$ cat config.mk
export PLATFORM = sky130hd
export DESIGN_NAME = sitda_back
export DESIGN_NICKNAME = d
export VERILOG_FILES = /design/src/sv/sitda_pkg.sv /design/src/sv/sitda_back.sv
export SDC_FILE = /design/constraint.sdc
export NUM_CORES = 1
export LEC_CHECK = 0
export BUFFER_PORTS_ARGS = -buffer_cell sky130_fd_sc_hd__buf_2
export CAP_MARGIN = 30
export CORE_MARGIN = 2
export CORE_UTILIZATION = 40
export CTS_BUF_LIST = sky130_fd_sc_hd__clkbuf_8
export DETAILED_ROUTE_END_ITERATION = 8
export GPL_TIMING_DRIVEN = 1
export SLEW_MARGIN = 20
export SYNTH_ARGS = -nofsm -noshare
export SYNTH_HDL_FRONTEND = slang
export SYNTH_SLANG_ARGS = --single-unit
$ cat constraint.sdc
create_clock -name i_clk -period 7.5 [get_ports i_clk]
set_input_delay 1.5 -clock i_clk [delete_from_list [all_inputs] [get_ports i_clk]]
set_output_delay 1.5 -clock i_clk [all_outputs]
set_load 0.02 [all_outputs]
$ cat src/sv/sitda_pkg.sv
package sitda_pkg;

    // decimal digits of a 32-bit magnitude
    localparam int NUM_DIGITS = 10;
    localparam int DIG_IDX_W  = 4;

    // divide by ten through the reciprocal, exact for any 32-bit value
    localparam logic [31:0] RECIP_TEN   = 32'hCCCC_CCCD;
    localparam int          RECIP_SHIFT = 35;

    localparam logic [7:0] CHAR_ZERO  = 8'h30;
    localparam logic [7:0] CHAR_NINE  = 8'h39;
    localparam logic [7:0] CHAR_MINUS = 8'h2D;

    localparam int QUEUE_DEPTH = 2;
    localparam int QPTR_W      = $clog2(QUEUE_DEPTH);
    localparam int QCNT_W      = $clog2(QUEUE_DEPTH + 1);

    // one converted value, digits least significant first
    typedef struct packed {
        logic                           neg;
        logic [DIG_IDX_W-1:0]           ndig;
        logic [NUM_DIGITS-1:0][3:0]     digits;
    } t_entry;

    typedef struct packed {
        logic full;
        logic empty;
    } t_q_status;

    typedef enum logic [1:0] {
        F_IDLE,
        F_CONV,
        F_PUSH
    } t_front_state;

    typedef enum logic {
        B_IDLE,
        B_EMIT
    } t_back_state;

endpackage

$ cat src/sv/sitda_back.sv
module sitda_back import sitda_pkg::*; (
    input  logic       i_clk,
    input  logic       i_rst_n,
    input  t_q_status  i_q_status,
    input  t_entry     i_entry,
    output logic       o_q_pop,
    output logic       o_empty,
    input  logic       i_pop,
    output logic [7:0] o_character,
    output logic       o_final_char
);

    t_back_state                r_state, n_state;
    logic [NUM_DIGITS-1:0][3:0] r_digits;
    logic                       r_sign;
    logic [DIG_IDX_W-1:0]       r_idx;

    logic w_take;
    logic w_done;
    logic w_load;

    assign w_take = i_pop && !o_empty;
    assign w_done = w_take && !r_sign && (r_idx == '0);
    assign w_load = !i_q_status.empty && ((r_state == B_IDLE) || w_done);

    always_comb begin
        o_empty      = 1'b1;
        o_q_pop      = w_load;
        o_character  = r_sign ? CHAR_MINUS : CHAR_ZERO + {4'b0000, r_digits[r_idx]};
        o_final_char = !r_sign && (r_idx == '0);
        unique case (r_state)
            B_IDLE:  o_empty = 1'b1;
            B_EMIT:  o_empty = 1'b0;
            default: o_empty = 1'b1;
        endcase
    end

    always_comb begin
        n_state = r_state;
        unique case (r_state)
            B_IDLE: begin
                if (w_load) n_state = B_EMIT;
            end
            B_EMIT: begin
                if (w_done) n_state = w_load ? B_EMIT : B_IDLE;
            end
            default: begin
                n_state = B_IDLE;
            end
        endcase
    end

    always_ff @(posedge i_clk) begin
        if (!i_rst_n) begin
            r_state <= B_IDLE;
        end else begin
            r_state <= n_state;
        end
    end

    // most significant digit first, sign ahead of it
    always_ff @(posedge i_clk) begin
        if (w_load) begin
            r_digits <= i_entry.digits;
            r_sign   <= i_entry.neg;
            r_idx    <= i_entry.ndig - 1'b1;
        end else if (w_take) begin
            if (r_sign) begin
                r_sign <= 1'b0;
            end else begin
                r_idx <= r_idx - 1'b1;
            end
        end
    end

endmodule

=== Yosys cells after proc, flatten, opt, wreduce, memory -nomap -nowiden ===
Index checks and enable logic that the tools add are counted.

* Flip-flop bits (word level): 46
* Input bits: 50
* Output and inout port bits: 11
* Logic and storage cells: 43

* Add/sub/neg operators: 3
* Magnitude comparators: 1
* Equal/unequal tests: 1
* Muxes and demuxes: 12
* Bitwise logic cells: 1
* Reduce and logical (&&, ||, !) cells: 12

{| class="wikitable"
|+ Operators by type and width
! cell !! count
|-
| $bmux W4 S4 || 1
|-
| $mux W4 || 4
|-
| $sub A4 B1 Y4 const B || 2
|-
| $add A6 B4 Y7 const A || 1
|-
| $mux W7 || 1
|-
| $logic_and A1 B1 Y1 || 5
|-
| $lt A4 B5 Y1 const B || 1
|-
| $logic_not A4 Y1 || 1
|-
| $mux W1 || 4
|-
| $pmux W1 S2 || 2
|-
| $logic_not A1 Y1 || 3
|-
| $ne A2 B1 Y1 const B || 1
|-
| $reduce_and A2 Y1 || 1
|-
| $reduce_bool A2 Y1 || 1
|-
| $logic_or A1 B1 Y1 || 1
|-
| $not A1 Y1 || 1
|}

=== Longest topological paths before layout ===
* Depth after elaboration: 11
* Depth in mapped cells: 8
* Mapped depth without buffers: 6

=== Worst setup path before layout ===
Ideal clock, no wire load.

* Path kind: input to output
* Start point: in i_pop
* End point: out o_q_pop
* Arrival time: 2.550 ns
* Required time: 6.000 ns
* Path slack: 3.450 ns
* Cell stages on the path: 3
* Path buffers: 0
* Cells stage by stage: nor2b_1 > a21oi_2 > nor2_4

* Longest elaborated chain between the ends: 5

{| class="wikitable"
|+ Ends and longest elaborated chain
! what !! RTL line !! RTL
|-
| start: declaration || sitda_back.sv:8 || <nowiki>input logic i_pop,</nowiki>
|-
| $logic_and A1 B1 Y1 || sitda_back.sv:22 || <nowiki>assign w_take = i_pop && !o_empty;</nowiki>
|-
| $logic_and A1 B1 Y1 (2 in a row) || sitda_back.sv:23 || <nowiki>assign w_done = w_take && !r_sign && (r_idx == '0);</nowiki>
|-
| $logic_or A1 B1 Y1 || sitda_back.sv:24 || <nowiki>assign w_load = !i_q_status.empty && ((r_state == B_IDLE) || w_done);</nowiki>
|-
| $logic_and A1 B1 Y1 || sitda_back.sv:24 ||
|-
| end: declaration || sitda_back.sv:6 || <nowiki>output logic o_q_pop,</nowiki>
|}

No other way between the ends.

=== Final worst setup path ===
* Start point: reg r_idx[0]
* End point: out o_character[0]

* Longest elaborated chain between the ends: 4

{| class="wikitable"
|+ Ends and longest elaborated chain
! what !! RTL line !! RTL
|-
| start: declaration || sitda_back.sv:16 || <nowiki>logic [DIG_IDX_W-1:0] r_idx;</nowiki>
|-
| start signal: assignment || sitda_back.sv:66 || <nowiki>r_idx <= i_entry.ndig - 1'b1;</nowiki>
|-
| start signal: assignment || sitda_back.sv:71 || <nowiki>r_idx <= r_idx - 1'b1;</nowiki>
|-
| $bmux W4 S4 || sitda_back.sv:29 || <nowiki>o_character = r_sign ? CHAR_MINUS : CHAR_ZERO + {4'b0000, r_digits[r_idx]};</nowiki>
|-
| $mux W4 (implied by the code) || sitda_back.sv:29 ||
|-
| $add A6 B4 Y7 || sitda_back.sv:29 ||
|-
| $mux W7 || sitda_back.sv:29 ||
|-
| end: declaration || sitda_back.sv:9 || <nowiki>output logic [7:0] o_character,</nowiki>
|}

No other way between the ends. The select of a mux whose other input is x is not followed.

==> out/results.tsv <==
metric	value	unit
status	finished clean	
mux cell area share after synthesis	10.5	%
CTS clk-pin slew, worst paths	80	ps
Top FF cell, synth	edfxtp_1	
Antenna Nets Post-Route	0	
Hold Startpoint	r_state	
Cell Rows	25	
Hold Fails Final Rpt	0	
Post-Layout Cell Count	253	
first-pass GRT wire length	5680	um
skew final	5.92	ps
Initial DRT Pass Iterations	4	
Fmax	0.261	GHz
Synth cell types	34	
VDD IR max	142	uV
crit path launch	r_idx[0]	
vias in the first global route	1236	
via count	1232	
total global routing track utilization	13.8	%
gr ovfl total	0	
syn_area_per_cell	15.8	um^2
cell breakdown of the critical path	mux2_2, o22ai_1, a2111oi_0, a311o_1, buf_2	
part of the Yosys area used for sequential elements	67.9	%
Power Density	248	nW/um^2
vias per inst	4.87	
worst hold stages	3	
Clk Latency, worst-skew pair	300	ps
proportion of layout cells with a drive suffix above 1	43.0	%
Storage cell area	1370	um^2
area of the core	4790	um^2
Layout area overhead	21.2	%
Lkg Pwr	0.944	nW
unrepaired setup endpoints after global routing	no	
Die Y-Extent	75.1	um
DR DRC count	0	
initial antenna violation count	0	
worst slack, placed	3750	ps
depth of the worst register-to-register path	7	
critical path class	reg -> out	
setup violators final	0	
hold crit path type	reg -> reg	
PnR worst setup slack	3660	ps
synth top area cells	edfxtp_1, mux2_2, mux2i_1, buf_6, a311o_1	
final worst-path cycle share	51.2	%
Final min period	3840	ps
Post-CTS Setup Inserts	0	
Synth Area in Simple Gates	7.49	%
slowest cell delay on critical path	800	ps
Fin Setup TNS	0	ps
R2R setup slack	4830	ps
CP max FO	16	
IO buf count	56	
DP HPWL	2600	um
Synth Area in XOR/XNOR	0.867	%
Initial Utilization	42.2	%
level count of the clock H-tree	2	
Iter 0 DRT Violations	31	
CTS sink count	46	
Async S/R FF share, synth	0	%
CTS tree	done	
Post-synth EDFFs	45	
WL per Instance	14.2	um
Routability Congestion	0.776	
worst-margin pin slew	680	ps
final net count	236	
Post-CTS Hold Buffers	0	
area occupied by multi-input gates	568	um^2
root buffer cell	clkbuf_8	
Synth Area in Compound Gates	8.05	%
YS warnings	0	
drt total wl	3610	um
#FFs+latches synth	46	
CTS Buf Count	5	
fillers	428	
largest net degree at the start of global routing	45	
Worst Setup End Kind	output pin	
FF-to-FF Start	r_idx[0]	
final instance area	2450	um^2
CP max stage cell	edfxtp_1	
Slew Limit Fails	0	
WP data required	6000	ps
placed inst area	2340	um^2
Max Cap Viol	0	
Mapped Area	2020	um^2
Critical Path Source Type	flop	
clock tree buffer depth	2	
Resize count post-CTS	0	
Rel. slew slack	54.6	%
Synth area leader	edfxtp_1	
largest family of logic cells by synthesized area	multiplexers	
die width	75.1	um
Die Footprint	5640	um^2
I/O pins	61	
post-synthesis adder-cell area fraction	0.619	%
Min Hold Slack	700	ps
Placed Instances	245	
Syn Inst Count	128	
Arr. time, crit path	2340	ps
top cell type's share of synthesized area	66.9	%
ant diodes	0	
==> cell usage in the layout, fill, tap and decap left out, types with 3 or more instances in the layout <==
cell | synthesis | layout
buf_2 | 2 | 56
edfxtp_1 | 45 | 45
mux2i_1 | 10 | 10
mux2_2 | 9 | 9
clkbuf_8 | 0 | 5
inv_1 | 4 | 4
nor2b_1 | 4 | 4
a211oi_1 | 4 | 4
nor3_1 | 3 | 3
nor2_1 | 3 | 3
o22ai_1 | 3 | 3
a2111oi_0 | 3 | 3
a311o_1 | 3 | 3
nor3b_1 | 3 | 3
conb_1 | 2 | 3
==> registers in the layout, summed over array words and instances, names as in the netlist <==
signal and flops:
r_digits 40, r_idx 4, r_sign 1, r_state 1
==> synth_stat cells, types with 3 or more instances <==
master     instances
a311o_1            3
nor3b_1            3
mux2i_1           10
a2111oi_0          3
edfxtp_1          45
nor2b_1            4
buf_6              3
mux2_2             9
nor2_1             3
o22ai_1            3
nor3_1             3
inv_1              4
buf_4              3
a211oi_1           4
==> final timing paths <==
kind	end
max	o_character[0]
min	r_idx[2]
max reg2reg	r_idx[2]
min reg2reg	r_idx[2]
==> where the power goes <==
part	switching (W)	leakage, nW	internal, W
Combinational	0.0000525	0.448	0.0000478
Clock	0.0000817	0.0579	0.0000981
Sequential	0.0000211	0.439	0.000305
==> layer usage <==
| metal | share of wire (%) | global-route usage [%] | vias to the layer above | wire [um] |
|---|---|---|---|---|
| met4 | 1.4 | 4.76 | 0 | 52 |
| li1 | - | - | 606 | - |
| met3 | 7.8 | 4.69 | 4 | 282 |
| met2 | 47 | 22.1 | 51 | 1680 |
| met5 | 0 | 0 | - | 0 |
| met1 | 44 | 17.4 | 571 | 1590 |
==> critical path, delay by kind of cell, from the launching register on <==
kind | cells | cell delay, ps
muxes | 1 | 280
AOI/OAI and AO/OA | 3 | 800
DFF | 1 | 800
buffers and inverters | 1 | 170
==> area by class of cell <==
class                           instances  share of cell area, %
Timing Repair Buffer                   58                   12.4
Sequential cell                        46                   56.0
Inverter                                4                  0.613
Clock inverter                          3                   1.63
Clock buffer                            5                   2.81
Tap cell                               67                   3.42
Multi-Input combinational cell         70                   23.2
==> cell families (layout without fill, tap and decap cells) <==
kind of cell	count (synthesis)	count (layout)
compound gates	21	21
xor+xnor	2	2
fa+ha+maj	1	1
buf+inv	13	70
flops	46	46
mux	20	20
other cells	2	3
simple gates	23	23
==> per-stage QoR <==
step,util [%],power (W)
after global placement,48.6,0.000429
after floorplan,-,0.000401
after global routing,51.2,0.000635
after CTS,51.2,0.000612
after detailed placement,48.9,0.000434
final,51.2,0.000606
No activity file was read; power rests on OpenSTA's default activity.
