`src/sv/sitda_pkg.sv`:
```
package sitda_pkg;

    // decimal digits of a 32-bit magnitude
    localparam int NUM_DIGITS = 10;
    localparam int DIG_IDX_W  = 4;

    // divide by ten through the reciprocal, exact for any 32-bit value
    localparam logic [31:0] RECIP_TEN   = 32'hCCCC_CCCD;
    localparam int          RECIP_SHIFT = 35;

    localparam logic [7:0] CHAR_ZERO  = 8'h30;
    localparam logic [7:0] CHAR_NINE  = 8'h39;
    localparam logic [7:0] CHAR_MINUS = 8'h2D;

    localparam int QUEUE_DEPTH = 2;
    localparam int QPTR_W      = $clog2(QUEUE_DEPTH);
    localparam int QCNT_W      = $clog2(QUEUE_DEPTH + 1);

    // one converted value, digits least significant first
    typedef struct packed {
        logic                           neg;
        logic [DIG_IDX_W-1:0]           ndig;
        logic [NUM_DIGITS-1:0][3:0]     digits;
    } t_entry;

    typedef struct packed {
        logic full;
        logic empty;
    } t_q_status;

    typedef enum logic [1:0] {
        F_IDLE,
        F_CONV,
        F_PUSH
    } t_front_state;

    typedef enum logic {
        B_IDLE,
        B_EMIT
    } t_back_state;

endpackage

```
`src/sv/sitda_queue.sv`:
```
module sitda_queue import sitda_pkg::*; (
    input  logic      i_clk,
    input  logic      i_rst_n,
    input  logic      i_push,
    input  t_entry    i_entry,
    input  logic      i_pop,
    output t_entry    o_entry,
    output t_q_status o_status
);

    t_entry            r_mem [QUEUE_DEPTH];
    logic [QPTR_W-1:0] r_wr_ptr;
    logic [QPTR_W-1:0] r_rd_ptr;
    logic [QCNT_W-1:0] r_count;

    assign o_status.full  = (r_count == QCNT_W'(QUEUE_DEPTH));
    assign o_status.empty = (r_count == '0);
    assign o_entry        = r_mem[r_rd_ptr];

    always_ff @(posedge i_clk) begin
        if (!i_rst_n) begin
            r_wr_ptr <= '0;
            r_rd_ptr <= '0;
            r_count  <= '0;
        end else begin
            if (i_push) begin
                r_wr_ptr <= (r_wr_ptr == QPTR_W'(QUEUE_DEPTH - 1)) ? '0 : r_wr_ptr + 1'b1;
            end
            if (i_pop) begin
                r_rd_ptr <= (r_rd_ptr == QPTR_W'(QUEUE_DEPTH - 1)) ? '0 : r_rd_ptr + 1'b1;
            end
            unique case ({i_push, i_pop})
                2'b10:   r_count <= r_count + 1'b1;
                2'b01:   r_count <= r_count - 1'b1;
                default: r_count <= r_count;
            endcase
        end
    end

    always_ff @(posedge i_clk) begin
        if (i_push) r_mem[r_wr_ptr] <= i_entry;
    end

endmodule

```
`config.mk`:
```
export PLATFORM = sky130hd
export DESIGN_NAME = sitda_queue
export DESIGN_NICKNAME = d
export VERILOG_FILES = /design/src/sv/sitda_pkg.sv /design/src/sv/sitda_queue.sv
export SDC_FILE = /design/constraint.sdc
export NUM_CORES = 1
export LEC_CHECK = 0
export ABC_AREA = 1
export BUFFER_PORTS_ARGS = -buffer_cell sky130_fd_sc_hd__buf_4
export CELL_PAD_IN_SITES_DETAIL_PLACEMENT = 1
export CELL_PAD_IN_SITES_GLOBAL_PLACEMENT = 1
export CORE_MARGIN = 1.5
export CORE_UTILIZATION = 47
export CTS_BUF_LIST = sky130_fd_sc_hd__clkbuf_4 sky130_fd_sc_hd__clkbuf_8 sky130_fd_sc_hd__clkbuf_16
export DETAILED_ROUTE_END_ITERATION = 10
export HOLD_SLACK_MARGIN = 0.08
export PLACE_DENSITY = 0.9
export SYNTH_ARGS = -nofsm -noshare
export SYNTH_HDL_FRONTEND = slang
export SYNTH_SLANG_ARGS = --single-unit
```
`constraint.sdc`:
```
create_clock -name i_clk -period 8.5 [get_ports i_clk]
set_clock_uncertainty 0.1 [all_clocks]
set_input_delay 0.85 -clock i_clk [delete_from_list [all_inputs] [get_ports i_clk]]
set_output_delay 0.85 -clock i_clk [all_outputs]
set_load 0.01 [all_outputs]
```
* After elaboration in Yosys (flattened, before gate mapping)
Memory sizes are Yosys's and may differ from the RTL's. A register that Yosys moved wholly into a read port is not among the register bits.
Cells that the tools add are included.
** Storage, ports and cells
- Input port bits :: 49
- Register bits :: 4
- Memories kept :: 1
- Memory bits (writable) :: 90
- Output and inout bits :: 47
- Word-level logic and storage cells :: 20
** Cells by class
- Equal/unequal tests :: 3
- Reduce and logical (&&, ||, !) cells :: 2
- Add/subtract/negate cells :: 4
- Multiplexer cells :: 7
** Memory list
- r_mem :: depth 2, bits a word 45, read ports 1, clocked after Yosys merged registers in 1, write ports 1, line sitda_queue.sv:11 : t_entry r_mem [QUEUE_DEPTH];
** Operators by type and width (count)
- 1-bit 2-to-1 mux :: 6
- 2-bit equality test (second input constant) :: 2
- 2-bit case mux with 2 select lines :: 1
- 1-bit adder (second input constant) :: 2
- 2-bit by 1-bit adder with 2-bit output (second input constant) :: 1
- 2-bit by 1-bit equality test with 1-bit output (second input constant) :: 1
- 2-bit logical NOT :: 1
- 2-bit nonzero test :: 1
- 2-bit by 1-bit subtractor with 2-bit output (second input constant) :: 1

* Longest topological paths before layout
Gate-level depths: netlist (run 1).
- Word-level depth :: 4
- Depth in mapped cells :: 7
- Depth with buffers taken out :: 7

* Least setup slack after synthesis (run 1)
OpenSTA, ideal clock, no wires.
- Path type :: in2reg
- Start point :: in i_push
- End point :: mem r_mem[0][0] (netlist bit) (enable)
- Path buffers :: 0
- Slack :: 5.153 ns
- Arrival :: 2.799 ns
- Cell stages on the path :: 2
- Required time :: 7.951 ns
- Setup time :: 0.449 ns
- Cells stage by stage :: inv_1 nor2_1
** On the way
- Word-level cells in the longest chain between the ends :: 2
** RTL lines
- start, declared :: line sitda_queue.sv:4 : input logic i_push,
- 1-bit 2-to-1 mux :: line sitda_queue.sv:41 : if (i_push) r_mem[r_wr_ptr] <= i_entry;
- 1-bit 2-to-1 mux (not written as such) :: line sitda_queue.sv:41
- end, declared :: line sitda_queue.sv:11
No other way between the ends.

==> impl_metrics.ini, run 1 <==
[timing]
setup-tns-final_ns = 0
max_freq_mhz = 354
worst_pin_slew_ns = 0.976
rsz0062_at_grt = false
finalWorstSetupSlack_ns = 5.67
finalCritPeriodShare_pct = 33.3
setup_viol = 0
slew_headroom_pct = 34.8
fin_crit_ns = 2.83
slew_violations = 0
final_hold_viol_count = 0

[setup_path]
critical_path_arrival_ns = 1.88
rr_endpoint = r_mem[0][26]$_DFFE_PP_
path_class = flip-flop to output port
crit_family = buffers and inverters
start_kind = flip-flop
cp.buffers_inverters = 2
cp_slowest_stage_delay_ns = 0.65
cpMostUsedCell = buf_4
cp-end-kind = output port
critPathRequiredTime_ns = 7.55
r2r_setup_slack_ns = 6.71
crit_path_max_fanout = 45
rr_worst_depth = 2
crit_slowest_cell = buf_4
crit_cells = 3
r2r-start = r_wr_ptr$_SDFFE_PN0P_
path_cells = buf_4 > mux2_2 > buf_4

[hold_path]
hold_depth = 2
hp-class = flip-flop to flip-flop
worstHoldStart = r_rd_ptr$_SDFFE_PN0P_
hold-path-endpoint = r_rd_ptr$_SDFFE_PN0P_

[finish]
drive_above_1_share_pct = 56.5
fin_util_pct = 60.7
antenna_cells = 0
syn2layout_area_growth_pct = 26.3
fillers = 718
final_cells = 385
nets = 328

[detailed_routing]
drt_wl_total_mm = 6.41
route.vias.total = 1819
drt_iter0_markers = 101
wl_per_cell_um = 16.7
viasPerCell = 4.72
drc = 0
first_pass_iters = 4
ant_nets = 0

[clock_tree]
htreeDepth = 3
clk-insertion-delay-late_ns = 0.34
cts.path.max_buffers = 2
postCtsSetupBuffers = 0
cts_buffers = 9
cts_tree = yes
hold_buffers = 0
clk_pin_slew_ns = 0.09
cts-resized-gates = 0
cts-root-buf = clkbuf_8
cts_sinks = 95

[floorplanning]
fp.dieH_um = 91.5
dieArea_um2 = 8360
rows = 32
ios = 96
fp.dieW_um = 91.5
initial_utilization_pct = 48.1
core_area_um2 = 7650

[run_status]
status = completed

[global_routing]
grt-ovfl-total = 0
gr-usage-met3_pct = 3.52
grt_pass1_wl_mm = 9.80
first_global_vias = 1973
use_met1_pct = 17.6
antenna_found_initial = 0
gr-max-usage-layer = met2
grt_max_degree = 46
grtUsageMet2_pct = 29.6
grt.total_usage_pct = 15.8

[synthesis]
yosysWarnings = 0
ys_seq_area_share_pct = 76.2
synth_mux_area_share_pct = 17.9
synth_compound_area_share_pct = 0.272
syn_area_um2 = 3680
synth_simple_gate_area_share_pct = 2.21
syn-num-nets = 225
syn_avg_cell_area_um2 = 21.0
yosysUniqueCellTypes = 13
synthCells = 175
synth-seq-cells = 95
yosys.area_share.adder_pct = 0.340
yosys.area_share.xor_xnor_pct = 0
synth_top_family_by_area = multiplexers

[place]
dp_worst_setup_slack_ns = 6.03
dp_hpwl_mm = 4.35
dp.cells = 369
portBuffers = 95
gp_congestion = 0.672

[power_and_ir_drop]
power_leakage_nw = 1.85
powerDensity_nw_per_um2 = 208
finalPower_mw = 0.966
max-vdd-ir-drop_mv = 0.132

[job]
maxCapViolCount = 0
==> registers in the layout, summed over array words and instances, names as in the netlist, named ones only <==
register,count
r_rd_ptr,1
r_count,2
r_mem,90
r_wr_ptr,1
==> final cells by class <==
| class | count | area (µm²) | share of cell area [%] |
|---|---|---|---|
| clock buffer | 9 | 124 | 2.67 |
| clock inverter | 7 | 71.3 | 1.54 |
| inverter | 6 | 22.5 | 0.485 |
| multi-input combinational | 69 | 768 | 16.5 |
| sequential | 95 | 2800 | 60.4 |
| tap | 102 | 128 | 2.75 |
| timing repair buffer | 97 | 728 | 15.7 |
==> metrics by stage <==
step                hold WS, ns  area (µm²)
finish                    0.416        4650
detailed placement        0.400        4450
global route              0.470        4650
CTS                       0.421        4650
global placement          0.376        4450
floorplan                 0.363        3680
==> Yosys cell counts <==
library cell | n | share of area (%)
inv_1 | 6 | 0.61
a21oi_1 | 1 | 0.14
mux2_4 | 40 | 16
o21ai_0 | 1 | 0.14
edfxtp_1 | 90 | 73
nand4_1 | 1 | 0.17
mux2_2 | 5 | 1.5
ha_1 | 1 | 0.34
buf_12 | 4 | 2.2
nand2_1 | 8 | 0.82
nor2_1 | 12 | 1.2
buf_6 | 1 | 0.31
dfxtp_1 | 5 | 2.7
==> where the power goes <==
group / total (mW) / switching, mW / internal (mW)
Combinational: 0.126 / 0.0552 / 0.0706
Clock: 0.293 / 0.156 / 0.137
Sequential: 0.548 / 0.00756 / 0.540
Total: 0.966 / 0.219 / 0.747
==> layer usage <==
layer | share of wire [%] | up-vias
met5 | 0 | -
met4 | 0.89 | 0
met3 | 4.2 | 8
met2 | 55 | 60
met1 | 39 | 886
li1 | - | 865
==> worst max-delay path by stage <==
stage	startpoint	end
6_report	flip-flop	o_entry[44]
5_1_grt	flip-flop	o_entry[44]
2_1_floorplan	i_push	r_mem[0][0]$_DFFE_PP_
3_5_place_dp	i_push	r_mem[0][39]$_DFFE_PP_
4_1_cts	flip-flop	o_entry[44]
3_3_place_gp	flip-flop	o_entry[33]
==> cells by family (layout without fill, tap and decap cells) <==
group                    Yosys count  in the layout
multiplexers                      45             45
adder cells (fa/ha/maj)            1              1
flip-flops                        95             95
buffers and inverters             11            119
AND/OR/NAND/NOR                   21             21
AO/OA/AOI/OAI                      2              2
==> worst reg2reg max path, cell delays in order (launching register included) <==
cell,delay (ns)
dfxtp_1,0.35
nor2_4,0.56
buf_4,0.45
==> placed cells by master, fill, tap and decap left out, drive strengths merged <==
cell type	netlist	final
buf	5	97
edfxtp	90	90
mux2	45	45
nor2	12	12
clkbuf	0	9
nand2	8	8
inv	6	8
dfxtp	5	5
clkinvlp	0	2
clkinv	0	2
o21ai	1	1
a21oi	1	1
nand4	1	1
ha	1	1
bufinv	0	1
(Power assumes the default switching activity.)
==> run 2, diff against run 1 <==
--- a/config.mk
+++ b/config.mk
@@ -10,11 +10,11 @@
 export CELL_PAD_IN_SITES_DETAIL_PLACEMENT = 1
 export CELL_PAD_IN_SITES_GLOBAL_PLACEMENT = 1
 export CORE_MARGIN = 1.5
-export CORE_UTILIZATION = 47
+export CORE_UTILIZATION = 44
 export CTS_BUF_LIST = sky130_fd_sc_hd__clkbuf_4 sky130_fd_sc_hd__clkbuf_8 sky130_fd_sc_hd__clkbuf_16
 export DETAILED_ROUTE_END_ITERATION = 10
 export HOLD_SLACK_MARGIN = 0.08
-export PLACE_DENSITY = 0.9
+export PLACE_DENSITY = 0.86
 export SYNTH_ARGS = -nofsm -noshare
 export SYNTH_HDL_FRONTEND = slang
 export SYNTH_SLANG_ARGS = --single-unit
==> constraint.sdc (replaced) <==
create_clock -name i_clk -period 2.9 [get_ports i_clk]
set_clock_uncertainty 0.1 [all_clocks]
set_input_delay 0.29 -clock i_clk [delete_from_list [all_inputs] [get_ports i_clk]]
set_output_delay 0.29 -clock i_clk [all_outputs]
set_load 0.01 [all_outputs]
==> run 2 against run 1 <==
  * Design area grew 12%
  * Core utilization grew 2.9 points
  * Sequential power grew to 3.0 times the previous value
  * First-iteration DRC count shrank 56%
  * Final cell count grew 14%
  * Largest cell class unchanged
  * Largest power group unchanged
==> impl_metrics.ini, run 2 (synthesized netlist as in run 1, its figures left out) <==
[power_and_ir_drop]
seqPwrFrac_pct = 52.8
power_leakage_nw = 2.10
p_sw_mw = 0.618
finalPower_mw = 3.06
powerDensity_nw_per_um2 = 587
comb_power_share_pct = 13.8
clkPwrFrac_pct = 33.4
max-vdd-ir-drop_mv = 0.292
p_int_mw = 2.44
p_sw_share_pct = 20.2

[place]
dp_hpwl_mm = 4.59
gp_congestion = 0.654
dp_worst_setup_slack_ns = 0.967
portBuffers = 95
place_area_um2 = 4490
dp.cells = 374

[floorplanning]
core_area_um2 = 8180
fp.dieH_um = 94.4
rows = 33
fp.dieW_um = 94.4
initial_utilization_pct = 45.0
ios = 96
dieArea_um2 = 8920

[detailed_routing]
route.vias.total = 2034
ant_nets = 0
drc = 0
drt_iter0_markers = 44
first_pass_iters = 6
wl_per_cell_um = 17.4
viasPerCell = 4.65
drt_wl_total_mm = 7.60

[global_routing]
first_global_vias = 2269
gr-usage-met3_pct = 6.04
antenna_found_initial = 0
grt-ovfl-total = 0
gr-max-usage-layer = met2
grtUsageMet2_pct = 36.0
grt_max_degree = 31
use_met1_pct = 17.5
grt.total_usage_pct = 18.2
grt_pass1_wl_mm = 11.5

[hold_path]
hp-class = primary input to flip-flop

[setup_path]
crit_path_max_fanout = 30
cp-end-kind = output port
start_kind = flip-flop
critPathRequiredTime_ns = 2.51
crit_family = flip-flops
path_cells = buf_12 > mux2_2 > buf_4
path_class = flip-flop to output port
crit_slowest_cell = dfxtp_2
cp_slowest_stage_delay_ns = 0.67
critical_path_arrival_ns = 1.87
cp.buffers_inverters = 2

[clock_tree]
clk_pin_slew_ns = 0.08
cts_sinks = 95
cts-resized-gates = 0
cts.path.max_buffers = 2
postCtsSetupBuffers = 0
cts_tree = yes
cts-root-buf = clkbuf_8
htreeDepth = 3
cts_buffers = 9
clk-insertion-delay-late_ns = 0.34
hold_buffers = 47

[finish]
final_cell_mix = 97 x buf_4, 90 x edfxtp_1, 47 x dlygate4sd3_1
drive_above_1_share_pct = 49.1
reg_top3 = r_mem (90), r_count (2)
nets = 377
final_cells = 437
largest_reg_flops = 90
syn2layout_area_growth_pct = 41.6
fillers = 739
layout_commonest_cell = buf_4
fin_area_um2 = 5210
largest-register = r_mem
antenna_cells = 0

[timing]
fin_crit_ns = 2.26
worst_pin_slew_ns = 0.665
finalCritPeriodShare_pct = 77.9
slew_violations = 0
max_freq_mhz = 442
finalWorstSetupSlack_ns = 0.640
setup-tns-final_ns = 0
slew_headroom_pct = 55.5
setup_viol = 0
rsz0062_at_grt = false
final_hold_viol_count = 0

[run_status]
status = completed

[job]
maxCapViolCount = 0
run 2: changes by cell type in the layout (fill, tap and decap cells not counted), sizes merged:
cell         previous run  this run
buf                    97        99
bufinv                  1         3
clkbuf                  9        12
clkinv                  2         1
clkinvlp                2         0
dlygate4sd3             0        47
inv                     8         6
run 2: per-layer routing:
metal / up-vias / wire [µm]
li1: 962 / -
met1: 1007 / 2670
met2: 61 / 4500
met3: 4 / 380
met4: 0 / 48
met5: - / 0
run 2: worst reg2reg max path: cells and delay by family (launching register included):
kind                   cells  cell delay (ns)
buffers and inverters      2             0.74
and+or+nand+nor            1             0.11
DFF                        1             0.41
run 2: per-stage QoR:
stage / hold WS (ns) / util, %
finish: 0.102 / 63.7
global route: 0.122 / 63.7
CTS: 0.0847 / 63.7
detailed placement: 0.377 / 55.0
global placement: 0.375 / 55.0
floorplan: 0.289 / -
run 2: layout make-up:
type | count | area [µm²] | share of cell area (%)
clock inverters | 4 | 95.1 | 1.83
well taps | 105 | 131 | 2.52
flip-flops and latches | 95 | 2800 | 53.9
clock buffers | 12 | 146 | 2.81
repair buffers | 146 | 1240 | 23.8
inverters | 6 | 22.5 | 0.433
multi-input cells | 69 | 768 | 14.8
run 2: worst paths after layout:
kind	slack [ns]	to	cells past startpoint	start
setup / recovery	0.64	o_entry[32]	3	flip-flop
hold / removal	0.10	r_rd_ptr$_SDFFE_PN0P_	3	i_pop
setup reg to reg	1.24	r_mem[1][17]$_DFFE_PP_	3	r_wr_ptr$_SDFFE_PN0P_
hold reg to reg	0.40	r_rd_ptr$_SDFFE_PN0P_	2	r_rd_ptr$_SDFFE_PN0P_
run 2: power groups by stage:
stage / Clock [mW] / Sequential (mW) / Combinational (mW)
after floorplan: 0 / 1.63 / 0.210
after global placement: 0 / 1.64 / 0.362
after detailed placement: 0 / 1.65 / 0.372
after CTS: 1.05 / 1.62 / 0.424
after global routing: 1.09 / 1.62 / 0.453
final: 1.02 / 1.62 / 0.422
==> run 3, diff against run 2 <==
--- a/config.mk
+++ b/config.mk
@@ -5,16 +5,16 @@
 export SDC_FILE = /design/constraint.sdc
 export NUM_CORES = 1
 export LEC_CHECK = 0
-export ABC_AREA = 1
+export ABC_AREA = 0
 export BUFFER_PORTS_ARGS = -buffer_cell sky130_fd_sc_hd__buf_4
 export CELL_PAD_IN_SITES_DETAIL_PLACEMENT = 1
 export CELL_PAD_IN_SITES_GLOBAL_PLACEMENT = 1
 export CORE_MARGIN = 1.5
-export CORE_UTILIZATION = 44
+export CORE_UTILIZATION = 43
 export CTS_BUF_LIST = sky130_fd_sc_hd__clkbuf_4 sky130_fd_sc_hd__clkbuf_8 sky130_fd_sc_hd__clkbuf_16
 export DETAILED_ROUTE_END_ITERATION = 10
 export HOLD_SLACK_MARGIN = 0.08
-export PLACE_DENSITY = 0.86
+export PLACE_DENSITY = 0.85
 export SYNTH_ARGS = -nofsm -noshare
 export SYNTH_HDL_FRONTEND = slang
 export SYNTH_SLANG_ARGS = --single-unit
==> constraint.sdc (replaced) <==
create_clock -name i_clk -period 2.35 [get_ports i_clk]
set_clock_uncertainty 0.1 [all_clocks]
set_input_delay 0.235 -clock i_clk [delete_from_list [all_inputs] [get_ports i_clk]]
set_output_delay 0.235 -clock i_clk [all_outputs]
set_load 0.01 [all_outputs]
==> run 3 against run 2 <==
  * Non-clock buffer count unchanged
  * Global-route usage is 0.38 points lower
  * Wire length fell by 5.6%
  * Sequential share of layout area up 2.2 points
  * Area after synthesis decreased by 6.2%
  * Final cell count fell by 4.1%
  * Design area decreased by 3.9%
  * Clock power rose by 9%
  * Critical path type unchanged
==> impl_metrics.ini, run 3 <==
[place]
dp_hpwl_mm = 4.39
gp_congestion = 0.646
dp_worst_setup_slack_ns = 0.763
dp.cells = 359
portBuffers = 95

[global_routing]
use_met1_pct = 21.0
grt_max_degree = 32
grt.total_usage_pct = 17.9
gr-usage-met3_pct = 3.04
antenna_found_initial = 0
grtUsageMet2_pct = 32.8
first_global_vias = 2195
gr-max-usage-layer = met2
grt_pass1_wl_mm = 11.2
grt-ovfl-total = 0

[detailed_routing]
ant_nets = 0
drt_wl_total_mm = 7.17
drc = 0
first_pass_iters = 4
drt_iter0_markers = 62
route.vias.total = 1983
viasPerCell = 4.73
wl_per_cell_um = 17.1

[floorplanning]
fp.dieW_um = 92.6
dieArea_um2 = 8570
core_area_um2 = 7770
rows = 32
ios = 96
fp.dieH_um = 92.6
initial_utilization_pct = 44.4

[setup_path]
crit_slowest_cell = mux2_2
critPathRequiredTime_ns = 2.02
r2r_setup_slack_ns = 0.78
critical_path_arrival_ns = 1.53
rr_worst_depth = 2
path_cells = buf_4 > mux2_2 > buf_4
path_class = flip-flop to output port
rr_endpoint = r_mem[1][31]$_DFFE_PP_
start_kind = flip-flop
cp_slowest_stage_delay_ns = 0.39
r2r-start = r_wr_ptr$_SDFFE_PN0P_
cp-end-kind = output port
cp.buffers_inverters = 2
cpMostUsedCell = buf_4
crit_family = buffers and inverters
crit_path_max_fanout = 24

[run_status]
status = completed

[clock_tree]
cts-resized-gates = 0
cts.path.max_buffers = 2
cts_tree = yes
cts_buffers = 9
clk_pin_slew_ns = 0.08
cts_sinks = 95
clk-insertion-delay-late_ns = 0.33
postCtsSetupBuffers = 0
cts-root-buf = clkbuf_8
htreeDepth = 3
hold_buffers = 46

[timing]
final_hold_viol_count = 0
finalWorstSetupSlack_ns = 0.488
rsz0062_at_grt = false
fin_crit_ns = 1.86
finalCritPeriodShare_pct = 79.2
setup_viol = 0
whs_ns = 0.122
worst_pin_slew_ns = 0.558
slew_headroom_pct = 62.7
setup-tns-final_ns = 0
slew_violations = 0
max_freq_mhz = 537

[synthesis]
synth_edf_count = 90
synthTopCellsByArea = edfxtp_1 78%, mux2_2 15%, dfxtp_1 2.9%, and2_1 0.73%, buf_2 0.73%
syn-num-nets = 212
synth-main-ff-cell = edfxtp_1
ys_seq_area_share_pct = 81.2
synth-seq-cells = 95
synthCells = 162
yosysWarnings = 0
syn_avg_cell_area_um2 = 21.3
yosysTopAreaCellShare_pct = 78.3
syn_area_um2 = 3450
synth_async_sr_flop_share_pct = 0
synth_commonest_cells = 90 x edfxtp_1, 45 x mux2_2, 5 x buf_2, 5 x dfxtp_1, 4 x and2_1
yosys.area.top_type = edfxtp_1
synth_most_common_cell = edfxtp_1
yosysUniqueCellTypes = 16

[hold_path]
hp-class = primary input to flip-flop
hold-path-endpoint = r_wr_ptr$_SDFFE_PN0P_
hold_depth = 3
worstHoldStart = i_push

[finish]
final_cells = 419
syn2layout_area_growth_pct = 45.0
layout_commonest_cell = buf_4
final_cell_mix = 98 x buf_4, 90 x edfxtp_1, 46 x dlygate4sd3_1
largest-register = r_mem
reg_top3 = r_mem (90), r_count (2)
drive_above_1_share_pct = 51.4
largest_reg_flops = 90
nets = 364
antenna_cells = 0

[job]
maxCapViolCount = 0

[power_and_ir_drop]
power_leakage_nw = 1.89
max-vdd-ir-drop_mv = 0.494
powerDensity_nw_per_um2 = 723
finalPower_mw = 3.62
-- run 3: cell count changes in the layout (fill, tap and decap cells not counted), moves of 2 or more --
cell | previous run | this run
and2_1 | 0 | 3
clkbuf_4 | 3 | 1
inv_1 | 5 | 1
mux2_2 | 5 | 45
mux2_4 | 40 | 0
nand2_1 | 8 | 0
nor2_1 | 11 | 1
xnor2_1 | 0 | 2
-- run 3: report_power, final --
group | total (mW) | internal (mW) | switching, mW
sequential | 1.98 | 1.95 | 0.0273
clock | 1.11 | 0.598 | 0.510
combinational | 0.533 | 0.309 | 0.224
total | 3.62 | 2.86 | 0.761
-- run 3: per-layer routing --
metal  part of all wire (%)  up-vias
met2                     54       58
met5                      0        -
li1                       -      931
met1                     40      986
met3                    4.4        8
met4                    1.1        0
-- run 3: final cells by class --
type,instances,area (µm²)
repair buffers,146,1240
clock inverters,4,72.6
well taps,102,128
multi-input cells,61,628
inverters,1,3.75
flip-flops and latches,95,2800
fillers,700,2760
clock buffers,10,131
-- run 3: worst max path at each step --
stage / depth (start not counted) / startpoint / slack [ns] / to
final: 3 / flip-flop / 0.49 / o_entry[25]
after global routing: 3 / flip-flop / 0.43 / o_entry[26]
after CTS: 3 / flip-flop / 0.47 / o_entry[38]
after detailed placement: 4 / i_push / 0.76 / r_mem[0][4]$_DFFE_PP_
after global placement: 2 / r_wr_ptr$_SDFFE_PN0P_ / 0.81 / r_mem[1][30]$_DFFE_PP_
after floorplan: 1 / r_wr_ptr$_SDFFE_PN0P_ / 0.32 / r_mem[0][0]$_DFFE_PP_
-- run 3: worst register-to-register path, delay by kind of cell (launching register included) --
family / cells / cell delay [ns]
buf+inv: 1 / 0.29
flops: 1 / 0.39
simple gates: 1 / 0.50
-- run 3: logic make-up (layout without fill, tap and decap cells) --
kind of cell | count (synthesis) | in the layout | share of synthesized area, %
AO/OA/AOI/OAI | 3 | 3 | 0.580
XOR/XNOR | 3 | 3 | 0.762
adder cells (fa/ha/maj) | 1 | 1 | 0.363
buffers and inverters | 6 | 161 | 0.834
flip-flops | 95 | 95 | 81.2
multiplexers | 45 | 45 | 14.7
AND/OR/NAND/NOR | 9 | 9 | 1.56
-- run 3: per-stage QoR --
step	area (µm²)	util, %
3_5_place_dp	4340	55.9
6_report	5000	64.4
2_1_floorplan	3450	-
3_3_place_gp	4340	55.9
4_1_cts	5000	64.4
5_1_grt	5000	64.4
